**src/design/assert_macros.svh**
```systemverilog
// Assertion macros shared by the meter information frame parser RTL.
// Needs nothing else; each file that asserts includes it once.
`ifndef ASSERT_MACROS_SVH
`define ASSERT_MACROS_SVH

// The consequent must hold in the cycle after the antecedent.
`define ASSERT_NEXT(lbl, clk, rst_n, ante, cons) \
    lbl: assert property (@(posedge clk) disable iff (!(rst_n)) (ante) |=> (cons)) \
        else $error("next-cycle assertion failed");

// The consequent must hold in the same cycle as the antecedent.
`define ASSERT_NOW(lbl, clk, rst_n, ante, cons) \
    lbl: assert property (@(posedge clk) disable iff (!(rst_n)) (ante) |-> (cons)) \
        else $error("same-cycle assertion failed");

`endif

```
**src/design/mifp_pkg.sv**
```systemverilog
// Package of the meter information frame parser: widths, character codes,
// result codes and the control and status structs. Depends on nothing.
`timescale 1ns / 1ps

package mifp_pkg;

    localparam int unsigned CHAR_W  = 7;
    localparam int unsigned COUNT_W = 10;
    localparam int unsigned POS_W   = 5;
    localparam int unsigned SUM_W   = 8;
    localparam int unsigned VALUE_W = 30;

    // Control characters and the characters that the parser looks at.
    localparam logic [CHAR_W-1:0] CH_STX   = 7'h02;
    localparam logic [CHAR_W-1:0] CH_ETX   = 7'h03;
    localparam logic [CHAR_W-1:0] CH_LF    = 7'h0A;
    localparam logic [CHAR_W-1:0] CH_CR    = 7'h0D;
    localparam logic [CHAR_W-1:0] CH_SPACE = 7'h20;
    localparam logic [CHAR_W-1:0] CH_ZERO  = 7'h30;
    localparam logic [CHAR_W-1:0] CH_NINE  = 7'h39;
    localparam logic [CHAR_W-1:0] CH_UC_A  = 7'h41;
    localparam logic [CHAR_W-1:0] CH_UC_C  = 7'h43;
    localparam logic [CHAR_W-1:0] CH_UC_H  = 7'h48;
    localparam logic [CHAR_W-1:0] CH_UC_I  = 7'h49;
    localparam logic [CHAR_W-1:0] CH_UC_P  = 7'h50;

    localparam logic [5:0]        SUM_MASK = 6'h3F;
    localparam logic [CHAR_W-1:0] SUM_BIAS = 7'h20;

    localparam logic [COUNT_W-1:0] MAX_FRAME_RESET = 10'd280;
    localparam logic [COUNT_W-1:0] COUNT_MAX       = 10'd1023;
    localparam logic [POS_W-1:0]   POS_MAX         = 5'd31;
    localparam logic [VALUE_W-1:0] VALUE_MAX       = 30'd999999999;

    typedef enum logic [1:0] {
        STATUS_VALUE      = 2'd0,
        STATUS_CSUM_ERR   = 2'd1,
        STATUS_OVERFLOW   = 2'd2,
        STATUS_FRAME_DONE = 2'd3
    } status_t;

    typedef enum logic [1:0] {
        LABEL_HCHC  = 2'd0,
        LABEL_HCHP  = 2'd1,
        LABEL_IINST = 2'd2,
        LABEL_PAPP  = 2'd3
    } label_t;

    typedef enum logic [1:0] {
        PHASE_LABEL  = 2'd0,
        PHASE_DIGITS = 2'd1,
        PHASE_DONE   = 2'd2
    } phase_t;

    // Per-character commands from the frame control to the line tracker.
    typedef struct packed {
        logic              clear_line;
        logic              push;
        logic [CHAR_W-1:0] rx_char;
    } line_ctl_t;

    // Line status seen by the frame control when CR arrives.
    typedef struct packed {
        logic               short_line;
        logic               sum_ok;
        logic               label_hit;
        label_t             label_code;
        logic [VALUE_W-1:0] value;
    } line_stat_t;

endpackage

```
**src/design/mifp_line_tracker.sv**
```systemverilog
// Line tracker: line position, checksum sum, two-character delay line, label
// characters and the decimal value. Depends on mifp_pkg and assert_macros.svh.
`timescale 1ns / 1ps
`include "assert_macros.svh"

module mifp_line_tracker (
    input  logic                 aclk,
    input  logic                 aresetn,
    input  mifp_pkg::line_ctl_t  ctl,
    output mifp_pkg::line_stat_t stat
);

    logic [mifp_pkg::POS_W-1:0]   pos_reg,    pos_next;
    logic [mifp_pkg::SUM_W-1:0]   sum_reg,    sum_next;
    logic [mifp_pkg::CHAR_W-1:0]  prev0_reg,  prev0_next;
    logic [mifp_pkg::CHAR_W-1:0]  prev1_reg,  prev1_next;
    logic [mifp_pkg::CHAR_W-1:0]  lab0_reg,   lab0_next;
    logic [mifp_pkg::CHAR_W-1:0]  lab1_reg,   lab1_next;
    logic [mifp_pkg::CHAR_W-1:0]  lab2_reg,   lab2_next;
    mifp_pkg::phase_t             phase_reg,  phase_next;
    logic [mifp_pkg::VALUE_W-1:0] acc_reg,    acc_next;

    logic [mifp_pkg::POS_W-1:0]   base_pos;
    logic [mifp_pkg::SUM_W-1:0]   base_sum;
    logic [mifp_pkg::CHAR_W-1:0]  base_prev0;
    logic [mifp_pkg::CHAR_W-1:0]  base_prev1;
    logic [mifp_pkg::CHAR_W-1:0]  base_lab0;
    logic [mifp_pkg::CHAR_W-1:0]  base_lab1;
    logic [mifp_pkg::CHAR_W-1:0]  base_lab2;
    mifp_pkg::phase_t             base_phase;
    logic [mifp_pkg::VALUE_W-1:0] base_acc;
    logic [mifp_pkg::POS_W-1:0]   commit_idx;
    logic                         is_digit;
    logic [mifp_pkg::VALUE_W+3:0] acc_times_ten;
    logic [mifp_pkg::CHAR_W-1:0]  want_char;

    // A line start wipes the line state before the new character is pushed.
    always_comb begin
        if (ctl.clear_line) begin
            base_pos   = '0;
            base_sum   = '0;
            base_prev0 = '0;
            base_prev1 = '0;
            base_lab0  = '0;
            base_lab1  = '0;
            base_lab2  = '0;
            base_phase = mifp_pkg::PHASE_LABEL;
            base_acc   = '0;
        end else begin
            base_pos   = pos_reg;
            base_sum   = sum_reg;
            base_prev0 = prev0_reg;
            base_prev1 = prev1_reg;
            base_lab0  = lab0_reg;
            base_lab1  = lab1_reg;
            base_lab2  = lab2_reg;
            base_phase = phase_reg;
            base_acc   = acc_reg;
        end
    end

    // The character leaving the delay line is committed to the sum and parser.
    assign commit_idx = base_pos - mifp_pkg::POS_W'(2);
    assign is_digit   = (base_prev1 >= mifp_pkg::CH_ZERO) && (base_prev1 <= mifp_pkg::CH_NINE);
    assign acc_times_ten = {1'b0, base_acc, 3'b000} + {3'b000, base_acc, 1'b0}
                         + (mifp_pkg::VALUE_W + 4)'(base_prev1 - mifp_pkg::CH_ZERO);

    always_comb begin
        pos_next   = base_pos;
        sum_next   = base_sum;
        prev0_next = base_prev0;
        prev1_next = base_prev1;
        lab0_next  = base_lab0;
        lab1_next  = base_lab1;
        lab2_next  = base_lab2;
        phase_next = base_phase;
        acc_next   = base_acc;
        if (ctl.push) begin
            if ((base_pos >= mifp_pkg::POS_W'(2)) && (commit_idx != '0)) begin
                sum_next = base_sum + {1'b0, base_prev1};
                if (commit_idx == mifp_pkg::POS_W'(1)) begin
                    lab0_next = base_prev1;
                end else if (commit_idx == mifp_pkg::POS_W'(2)) begin
                    lab1_next = base_prev1;
                end else if (commit_idx == mifp_pkg::POS_W'(4)) begin
                    lab2_next = base_prev1;
                end
                if (base_phase == mifp_pkg::PHASE_LABEL) begin
                    if (base_prev1 == mifp_pkg::CH_SPACE) begin
                        phase_next = mifp_pkg::PHASE_DIGITS;
                    end
                end else if (base_phase == mifp_pkg::PHASE_DIGITS) begin
                    if (is_digit) begin
                        if (acc_times_ten > {4'd0, mifp_pkg::VALUE_MAX}) begin
                            acc_next = mifp_pkg::VALUE_MAX;
                        end else begin
                            acc_next = acc_times_ten[mifp_pkg::VALUE_W-1:0];
                        end
                    end else begin
                        phase_next = mifp_pkg::PHASE_DONE;
                    end
                end
            end
            prev1_next = base_prev0;
            prev0_next = ctl.rx_char;
            if (base_pos != mifp_pkg::POS_MAX) begin
                pos_next = base_pos + mifp_pkg::POS_W'(1);
            end
        end
    end

    always_ff @(posedge aclk) begin
        if (!aresetn) begin
            pos_reg   <= '0;
            sum_reg   <= '0;
            prev0_reg <= '0;
            prev1_reg <= '0;
            lab0_reg  <= '0;
            lab1_reg  <= '0;
            lab2_reg  <= '0;
            phase_reg <= mifp_pkg::PHASE_LABEL;
            acc_reg   <= '0;
        end else if (ctl.clear_line || ctl.push) begin
            pos_reg   <= pos_next;
            sum_reg   <= sum_next;
            prev0_reg <= prev0_next;
            prev1_reg <= prev1_next;
            lab0_reg  <= lab0_next;
            lab1_reg  <= lab1_next;
            lab2_reg  <= lab2_next;
            phase_reg <= phase_next;
            acc_reg   <= acc_next;
        end
    end

    // Status toward the frame control, from the state before this character.
    assign want_char = {1'b0, sum_reg[5:0] & mifp_pkg::SUM_MASK} + mifp_pkg::SUM_BIAS;

    always_comb begin
        stat.short_line = pos_reg < mifp_pkg::POS_W'(3);
        stat.sum_ok     = prev0_reg == want_char;
        stat.value      = (phase_reg == mifp_pkg::PHASE_LABEL) ? '0 : acc_reg;
        stat.label_hit  = 1'b1;
        stat.label_code = mifp_pkg::LABEL_HCHC;
        priority if (lab0_reg == mifp_pkg::CH_UC_H && lab2_reg == mifp_pkg::CH_UC_C) begin
            stat.label_code = mifp_pkg::LABEL_HCHC;
        end else if (lab0_reg == mifp_pkg::CH_UC_H && lab2_reg == mifp_pkg::CH_UC_P) begin
            stat.label_code = mifp_pkg::LABEL_HCHP;
        end else if (lab0_reg == mifp_pkg::CH_UC_I && lab1_reg == mifp_pkg::CH_UC_I) begin
            stat.label_code = mifp_pkg::LABEL_IINST;
        end else if (lab0_reg == mifp_pkg::CH_UC_P && lab1_reg == mifp_pkg::CH_UC_A) begin
            stat.label_code = mifp_pkg::LABEL_PAPP;
        end else begin
            stat.label_hit  = 1'b0;
        end
    end

    // A bare line clear leaves an empty line; a push always leaves a character.
    // The decimal value never passes its saturation limit.
    `ASSERT_NEXT(a_clear_empties_line, aclk, aresetn, ctl.clear_line && !ctl.push, pos_reg == '0)
    `ASSERT_NEXT(a_push_fills_line, aclk, aresetn, ctl.push, pos_reg != '0 && prev0_reg == $past(ctl.rx_char))
    `ASSERT_NOW(a_value_saturates, aclk, aresetn, 1'b1, acc_reg <= mifp_pkg::VALUE_MAX)

endmodule

```
**src/design/meter_info_frame_parser.sv**
```systemverilog
// Top level of the meter information frame parser: handshakes, frame control,
// overflow count and result register. Depends on mifp_pkg, mifp_line_tracker
// and assert_macros.svh.
//
//   channel   ports                                direction   payload
//   -------   ----------------------------------   ---------   ---------------------------
//   input     s_valid s_ready s_rx_byte            in          one received byte
//   result    m_valid m_ready m_status ...         out         status, label code, value
//   config    cfg_valid cfg_ready cfg_wdata        in          max_frame_chars (10 bits)
//
// A byte is registered on acceptance and processed once the result register
// can take a result; its result is written at the end of the cycle in which it
// is processed, and one byte is taken every cycle unless a result waits untaken.
// The rate is set by the checksum and decimal accumulate step. While a result
// waits untaken in the result register, the stored byte waits too, whether or
// not it gives a result, and the input stalls behind it. Reset (aresetn low at
// a clock edge) leaves the block waiting for STX with max_frame_chars at 280;
// cfg_ready is always high.
`timescale 1ns / 1ps
`include "assert_macros.svh"

module meter_info_frame_parser (
    input  logic        aclk,
    input  logic        aresetn,
    input  logic        s_valid,
    output logic        s_ready,
    input  logic [7:0]  s_rx_byte,
    output logic        m_valid,
    input  logic        m_ready,
    output logic [1:0]  m_status,
    output logic [1:0]  m_label_code,
    output logic [29:0] m_value,
    input  logic        cfg_valid,
    output logic        cfg_ready,
    input  logic [9:0]  cfg_wdata
);

    logic                          in_valid_reg;
    logic [mifp_pkg::CHAR_W-1:0]   in_char_reg;
    logic [mifp_pkg::COUNT_W-1:0]  max_reg;
    logic                          in_frame_reg,  in_frame_next;
    logic [mifp_pkg::COUNT_W-1:0]  count_reg,     count_next;
    logic                          m_valid_reg;
    mifp_pkg::status_t             out_status_reg, out_status_next;
    mifp_pkg::label_t              out_label_reg,  out_label_next;
    logic [mifp_pkg::VALUE_W-1:0]  out_value_reg,  out_value_next;
    logic                          out_load;
    logic                          consume;
    logic                          over;
    logic                          csum_err;
    logic                          line_hit;
    mifp_pkg::line_ctl_t           line_ctl;
    mifp_pkg::line_stat_t          line_stat;

    // The stored byte moves on whenever the result register can take a result.
    assign consume   = in_valid_reg && (!m_valid_reg || m_ready);
    assign s_ready   = !in_valid_reg || consume;
    assign cfg_ready = 1'b1;

    always_ff @(posedge aclk) begin
        if (!aresetn) begin
            in_valid_reg <= 1'b0;
        end else if (s_valid && s_ready) begin
            in_valid_reg <= 1'b1;
        end else if (consume) begin
            in_valid_reg <= 1'b0;
        end
    end

    always_ff @(posedge aclk) begin
        if (s_valid && s_ready) begin
            in_char_reg <= s_rx_byte[mifp_pkg::CHAR_W-1:0];
        end
    end

    // Configuration register.
    always_ff @(posedge aclk) begin
        if (!aresetn) begin
            max_reg <= mifp_pkg::MAX_FRAME_RESET;
        end else if (cfg_valid && cfg_ready) begin
            max_reg <= cfg_wdata;
        end
    end

    mifp_line_tracker u_line (
        .aclk    (aclk),
        .aresetn (aresetn),
        .ctl     (line_ctl),
        .stat    (line_stat)
    );

    // Frame control: STX hunt, CR check, overflow, frame end and result choice.
    always_comb begin
        in_frame_next      = in_frame_reg;
        count_next         = count_reg;
        line_ctl.clear_line = 1'b0;
        line_ctl.push       = 1'b0;
        line_ctl.rx_char    = in_char_reg;
        out_load           = 1'b0;
        out_status_next    = mifp_pkg::STATUS_VALUE;
        out_label_next     = mifp_pkg::LABEL_HCHC;
        out_value_next     = '0;
        over               = count_reg >= max_reg;
        csum_err           = 1'b0;
        line_hit           = 1'b0;
        if (consume) begin
            if (!in_frame_reg) begin
                if (in_char_reg == mifp_pkg::CH_STX) begin
                    in_frame_next       = 1'b1;
                    count_next          = '0;
                    line_ctl.clear_line = 1'b1;
                end
            end else begin
                if (count_reg != mifp_pkg::COUNT_MAX) begin
                    count_next = count_reg + mifp_pkg::COUNT_W'(1);
                end
                if (in_char_reg == mifp_pkg::CH_CR) begin
                    csum_err = line_stat.short_line || !line_stat.sum_ok;
                    line_hit = line_stat.label_hit;
                end else begin
                    line_ctl.clear_line = in_char_reg == mifp_pkg::CH_LF;
                    line_ctl.push       = 1'b1;
                end
                priority if (csum_err) begin
                    in_frame_next   = 1'b0;
                    out_load        = 1'b1;
                    out_status_next = mifp_pkg::STATUS_CSUM_ERR;
                end else if (over) begin
                    in_frame_next   = 1'b0;
                    out_load        = 1'b1;
                    out_status_next = mifp_pkg::STATUS_OVERFLOW;
                end else if (line_hit) begin
                    out_load        = 1'b1;
                    out_status_next = mifp_pkg::STATUS_VALUE;
                    out_label_next  = line_stat.label_code;
                    out_value_next  = line_stat.value;
                end else if (in_char_reg == mifp_pkg::CH_ETX) begin
                    in_frame_next   = 1'b0;
                    out_load        = 1'b1;
                    out_status_next = mifp_pkg::STATUS_FRAME_DONE;
                end else begin
                    out_load        = 1'b0;
                end
            end
        end
    end

    always_ff @(posedge aclk) begin
        if (!aresetn) begin
            in_frame_reg <= 1'b0;
            count_reg    <= '0;
        end else begin
            in_frame_reg <= in_frame_next;
            count_reg    <= count_next;
        end
    end

    // Result register; a transaction on the result channel frees it.
    always_ff @(posedge aclk) begin
        if (!aresetn) begin
            m_valid_reg <= 1'b0;
        end else if (out_load) begin
            m_valid_reg <= 1'b1;
        end else if (m_ready) begin
            m_valid_reg <= 1'b0;
        end
    end

    always_ff @(posedge aclk) begin
        if (out_load) begin
            out_status_reg <= out_status_next;
            out_label_reg  <= out_label_next;
            out_value_reg  <= out_value_next;
        end
    end

    assign m_valid      = m_valid_reg;
    assign m_status     = out_status_reg;
    assign m_label_code = out_label_reg;
    assign m_value      = out_value_reg;

    // Any error or frame end drops the frame; a held byte waits unchanged.
    `ASSERT_NEXT(a_end_leaves_frame, aclk, aresetn, out_load && out_status_next != mifp_pkg::STATUS_VALUE, !in_frame_reg)
    `ASSERT_NEXT(a_held_byte_waits, aclk, aresetn, in_valid_reg && !consume, in_valid_reg && $stable(in_char_reg))
    `ASSERT_NOW(a_result_needs_room, aclk, aresetn, out_load, !m_valid_reg || m_ready)

endmodule
```
**config.mk**
```make
export PLATFORM = sky130hd
export DESIGN_NAME = meter_info_frame_parser
export DESIGN_NICKNAME = d
export VERILOG_FILES = /design/src/design/mifp_pkg.sv /design/src/design/mifp_line_tracker.sv /design/src/design/meter_info_frame_parser.sv
export VERILOG_INCLUDE_DIRS = /design/src /design/src/design
export SDC_FILE = /design/constraint.sdc
export NUM_CORES = 1
export LEC_CHECK = 0
export BUFFER_PORTS_ARGS = -buffer_cell sky130_fd_sc_hd__clkbuf_2
export CAP_MARGIN = 25
export CELL_PAD_IN_SITES_DETAIL_PLACEMENT = 0
export CELL_PAD_IN_SITES_GLOBAL_PLACEMENT = 1
export CORE_ASPECT_RATIO = 0.6
export CORE_MARGIN = 5
export CORE_UTILIZATION = 51
export CTS_CLUSTER_DIAMETER = 120
export DETAILED_ROUTE_END_ITERATION = 8
export PLACE_DENSITY_LB_ADDON = 0.1
export REMOVE_ABC_BUFFERS = 1
export SETUP_SLACK_MARGIN = 0.15
export SLEW_MARGIN = 20
export SYNTH_ARGS = -nofsm -noshare
export SYNTH_HDL_FRONTEND = slang
export SYNTH_SLANG_ARGS = --single-unit
```
**constraint.sdc**
```tcl
create_clock -name aclk -period 15.6 [get_ports aclk]
set_input_delay 1.56 -clock aclk [delete_from_list [all_inputs] [get_ports aclk]]
set_output_delay 1.56 -clock aclk [all_outputs]
set_load 0.01 [all_outputs]
```
==> summary.txt <==
Synthesis
  – Synth Instances: 1058
  – Async SR Flop Fraction: 0%
  – Synth Warn #: 0
  – Area fraction in compound gates after synthesis: 17.2%
  – Most frequent cell after synthesis: nand2_1
  – Fraction of synthesized area in multiplexers: 3.51%
  – Largest family of logic cells by synthesized area: simple AND/OR/NAND/NOR gates
  – Post-Synthesis Cell Area: 9160 sq um
  – Synth area leader: dfxtp_1
  – Adder-cell area share of the yosys netlist: 14.5%
  – Synth unique cells: 69
  – Seq/Total Area, Yosys: 35.5%
  – #FFs+latches synth: 142
  – Share of the synthesized area in the top cell type: 22.1%
  – Synth top cells by count: nand2_1 (121), dfxtp_1 (101), nor2_1 (95)
  – Number of flops mapped to enable cells by yosys: 41
  – Mapped Avg Cell Area: 8.66 sq um
  – Ys flop type: dfxtp_1
  – Post-synthesis xor/xnor area fraction: 4.11%
  – Synth area leaders: dfxtp_1 (22%), edfxtp_1 (13%), ha_1 (8.1%)
  – Synth Area in Simple Gates: 19.0%

Clocking
  – Post-cts repair resize count: 0
  – Clock latency on the worst-skew pair: 430 ps
  – CTS tree: done
  – H-tree levels: 4
  – Clk pin slew, worst setup/hold paths: 70 ps
  – CTS root buf: clkbuf_16
  – Clk sinks: 142
  – # Post-CTS Setup Buffers: 0
  – Num CTS Buffers: 17
  – Longest Clk Path Bufs: 2
  – Post-CTS Hold Buffers: 0

GRT
  – Vias in the first global route: 6943
  – Global-route wire length before repair: 38.4 mm
  – Total gr overflow: 0
  – Largest net degree at the start of global routing: 66
  – Gr usage total: 23.5%
  – Initial antenna violation count: 0

Floorplanning
  – Die width: 183 microns
  – Core Rows: 38
  – Die Footprint: 20800 sq um
  – Die Ht: 114 microns
  – Initial Util: 51.4%
  – Core area: 17800 sq um
  – I/O Pins: 60

Outcome
  – Status: completed

Setup path
  – Crit-path most repeated cell: inv_1
  – Slowest stage delay, CP: 850 ps
  – Startpoint types: input pin
  – Max FO, Critical Path: 65
  – Worst EP arrival: 8540 ps
  – Critical Path, Cell by Cell: clkbuf_2 -> nand2b_1 -> nand2_1 -> or4_2 -> buf_4 -> and2_1 -> nand2_1 -> inv_1 -> a21oi_1 -> inv_1 -> buf_4 -> fa_1 -> inv_1 -> ha_1 -> and3_4 -> a221o_1 -> a221oi_4 -> o21ai_2 -> a31o_2 -> mux2i_1 -> and4_1 -> and2_1 -> a31oi_1
  – Type of destination of the critical path: register
  – Largest delay share family, worst path: simple AND/OR/NAND/NOR gates
  – Critical Setup Path Class: input pin to register
  – Crit-path slowest cell: and2_1
  – Worst path required time: 15860 ps
  – CP bufs+invs: 6

Power
  – Maximum vdd drop: 0.0564 mV
  – Clock network fraction of total power: 49.8%
  – Internal: 608 uW
  – Pwr Total: 799 uW
  – Sw Share: 23.9%
  – P_leak: 4.63 nW
  – Sequential Power Share: 48.0%
  – Sw power: 191 uW
  – Pwr Density: 78.4 nW/um^2
  – Comb pwr share: 2.2%

Routing
  – DRT met1 WL: 13.1 mm
  – DR vias: 7662
  – Met3 WL: 2.01 mm
  – DR DRC count: 0
  – DRT Pass-1 Iters: 5
  – ANT nets after route: 0
  – DR vias/cell: 5.67
  – Max Used Layer: met4
  – DR WL/cell: 17.8 microns
  – Drt total wl: 24.0 mm
  – DR WL met2: 8.66 mm
  – 1st-iter DRT viols: 642

STA
  – Rel. slew slack: 34.5%
  – Slew Limit Fails: 0
  – Setup Viol. Count Final: 0
  – Hold Slack: 484 ps
  – Clock Skew: 13.1 ps
  – Final worst-path cycle share: 53.1%
  – FMAX: 121 MHz
  – Setup TNS: 0 ps
  – Worst slew pin tran: 973 ps
  – Crit path time final: 8280 ps
  – RSZ-0062 raised after global routing: false
  – Number of hold violations in the final report: 0

Final layout
  – N_diodes: 0
  – Nets: 1209
  – Layout cells sized above 1: 9.90%
  – Area grow syn2layout: 11.3%
  – Post-route cell area: 10200 sq um
  – Layout Utilization: 57.2%

Place
  – # port buffers: 57
  – Final GP Congestion: 0.908
  – Placed Area: 9630 sq um
  – Detail Placement HPWL: 17.6 mm

Run
  – Max-cap violations: 0

Worst hold path
  – HP Class: register to register
## metrics by stage
step,std cells,setup slack (ps)
3_5_place_dp,1319,7030
4_1_cts,1351,7480
5_1_grt,1351,7020
3_3_place_gp,1319,7110
6_report,1351,7320
2_1_floorplan,1012,7680
## cell families after synthesis
| family | count (synthesis) |
|---|---|
| compound gates | 246 |
| simple gates | 367 |
| buf+inv | 138 |
| mux | 32 |
| other cells | 1 |
| xor+xnor | 43 |
| fa+ha+maj | 89 |
| flops | 142 |
## layout by cell type, fill, tap and decap left out, types with 10 or more instances in the layout
| cell | netlist | routed |
|---|---|---|
| nand2_1 | 121 | 121 |
| xnor2_1 | 25 | 25 |
| nor3_1 | 16 | 16 |
| clkbuf_2 | 1 | 57 |
| fa_1 | 29 | 29 |
| xor2_1 | 18 | 18 |
| inv_1 | 91 | 91 |
| nor2_1 | 95 | 95 |
| edfxtp_1 | 41 | 41 |
| a21oi_1 | 73 | 73 |
| o21ai_0 | 44 | 44 |
| and2_1 | 41 | 41 |
| clkbuf_16 | 0 | 18 |
| mux2i_1 | 31 | 31 |
| nand3_1 | 27 | 27 |
| ha_1 | 59 | 59 |
| o211ai_1 | 13 | 13 |
| buf_4 | 3 | 10 |
| a21o_1 | 31 | 31 |
| dfxtp_1 | 101 | 101 |
| nand4_1 | 16 | 16 |
| nor2b_1 | 11 | 11 |
| a31oi_1 | 28 | 27 |
## area by class of cell
type / count / area [sq um]
clock buffer: 20 / 468
clock inverter: 12 / 97.6
fill: 1684 / 7630
inverter: 92 / 345
multi-input combinational: 778 / 5370
sequential: 142 / 3250
tap: 240 / 300
timing repair buffer: 67 / 360
## final timing paths
| kind | startpoint | to | slack, ps | depth (start not counted) |
|---|---|---|---|---|
| worst max register to register | in_char_reg[5]$_DFFE_PP_ | u_line.acc_reg[8]$_SDFFE_PN0P_ | 7780 | 22 |
| worst min-delay path | u_line.prev0_reg[4]$_SDFFE_PN0P_ | u_line.prev1_reg[4]$_SDFFE_PN0P_ | 480 | 2 |
| worst min register to register | u_line.prev0_reg[4]$_SDFFE_PN0P_ | u_line.prev1_reg[4]$_SDFFE_PN0P_ | 480 | 2 |
| worst max-delay path | m_ready | u_line.acc_reg[8]$_SDFFE_PN0P_ | 7320 | 23 |
## worst register-to-register path, cell delays in order, from the launching register on
cell and delay [ps]:
edfxtp_1 390, nor3_1 400, nand3b_1 200, or4_2 640, buf_4 350, and2_1 350, nand2_1 90, inv_1 60
a21oi_1 230, inv_1 70, buf_4 310, fa_1 630, inv_1 40, ha_1 380, and3_4 190, a221o_1 420
a221oi_4 560, o21ai_2 200, a31o_2 300, mux2i_1 150, and4_1 650, and2_1 850, a31oi_1 200
## routing by layer
metal	GRT usage (%)	up-vias
li1	-	3784
met2	29.0	252
met3	5.13	15
met1	40.0	3611
met4	5.31	0
met5	0	-
## power by group through the flow
stage,Sequential [mW],Combinational (mW),Clock [mW]
after global routing,0.384,0.0195,0.423
after detailed placement,0.391,0.0175,0
after CTS,0.383,0.0176,0.405
final,0.383,0.0177,0.398
after floorplan,0.391,0.00906,0
after global placement,0.391,0.0173,0
Power figures use the tool's default switching activity.
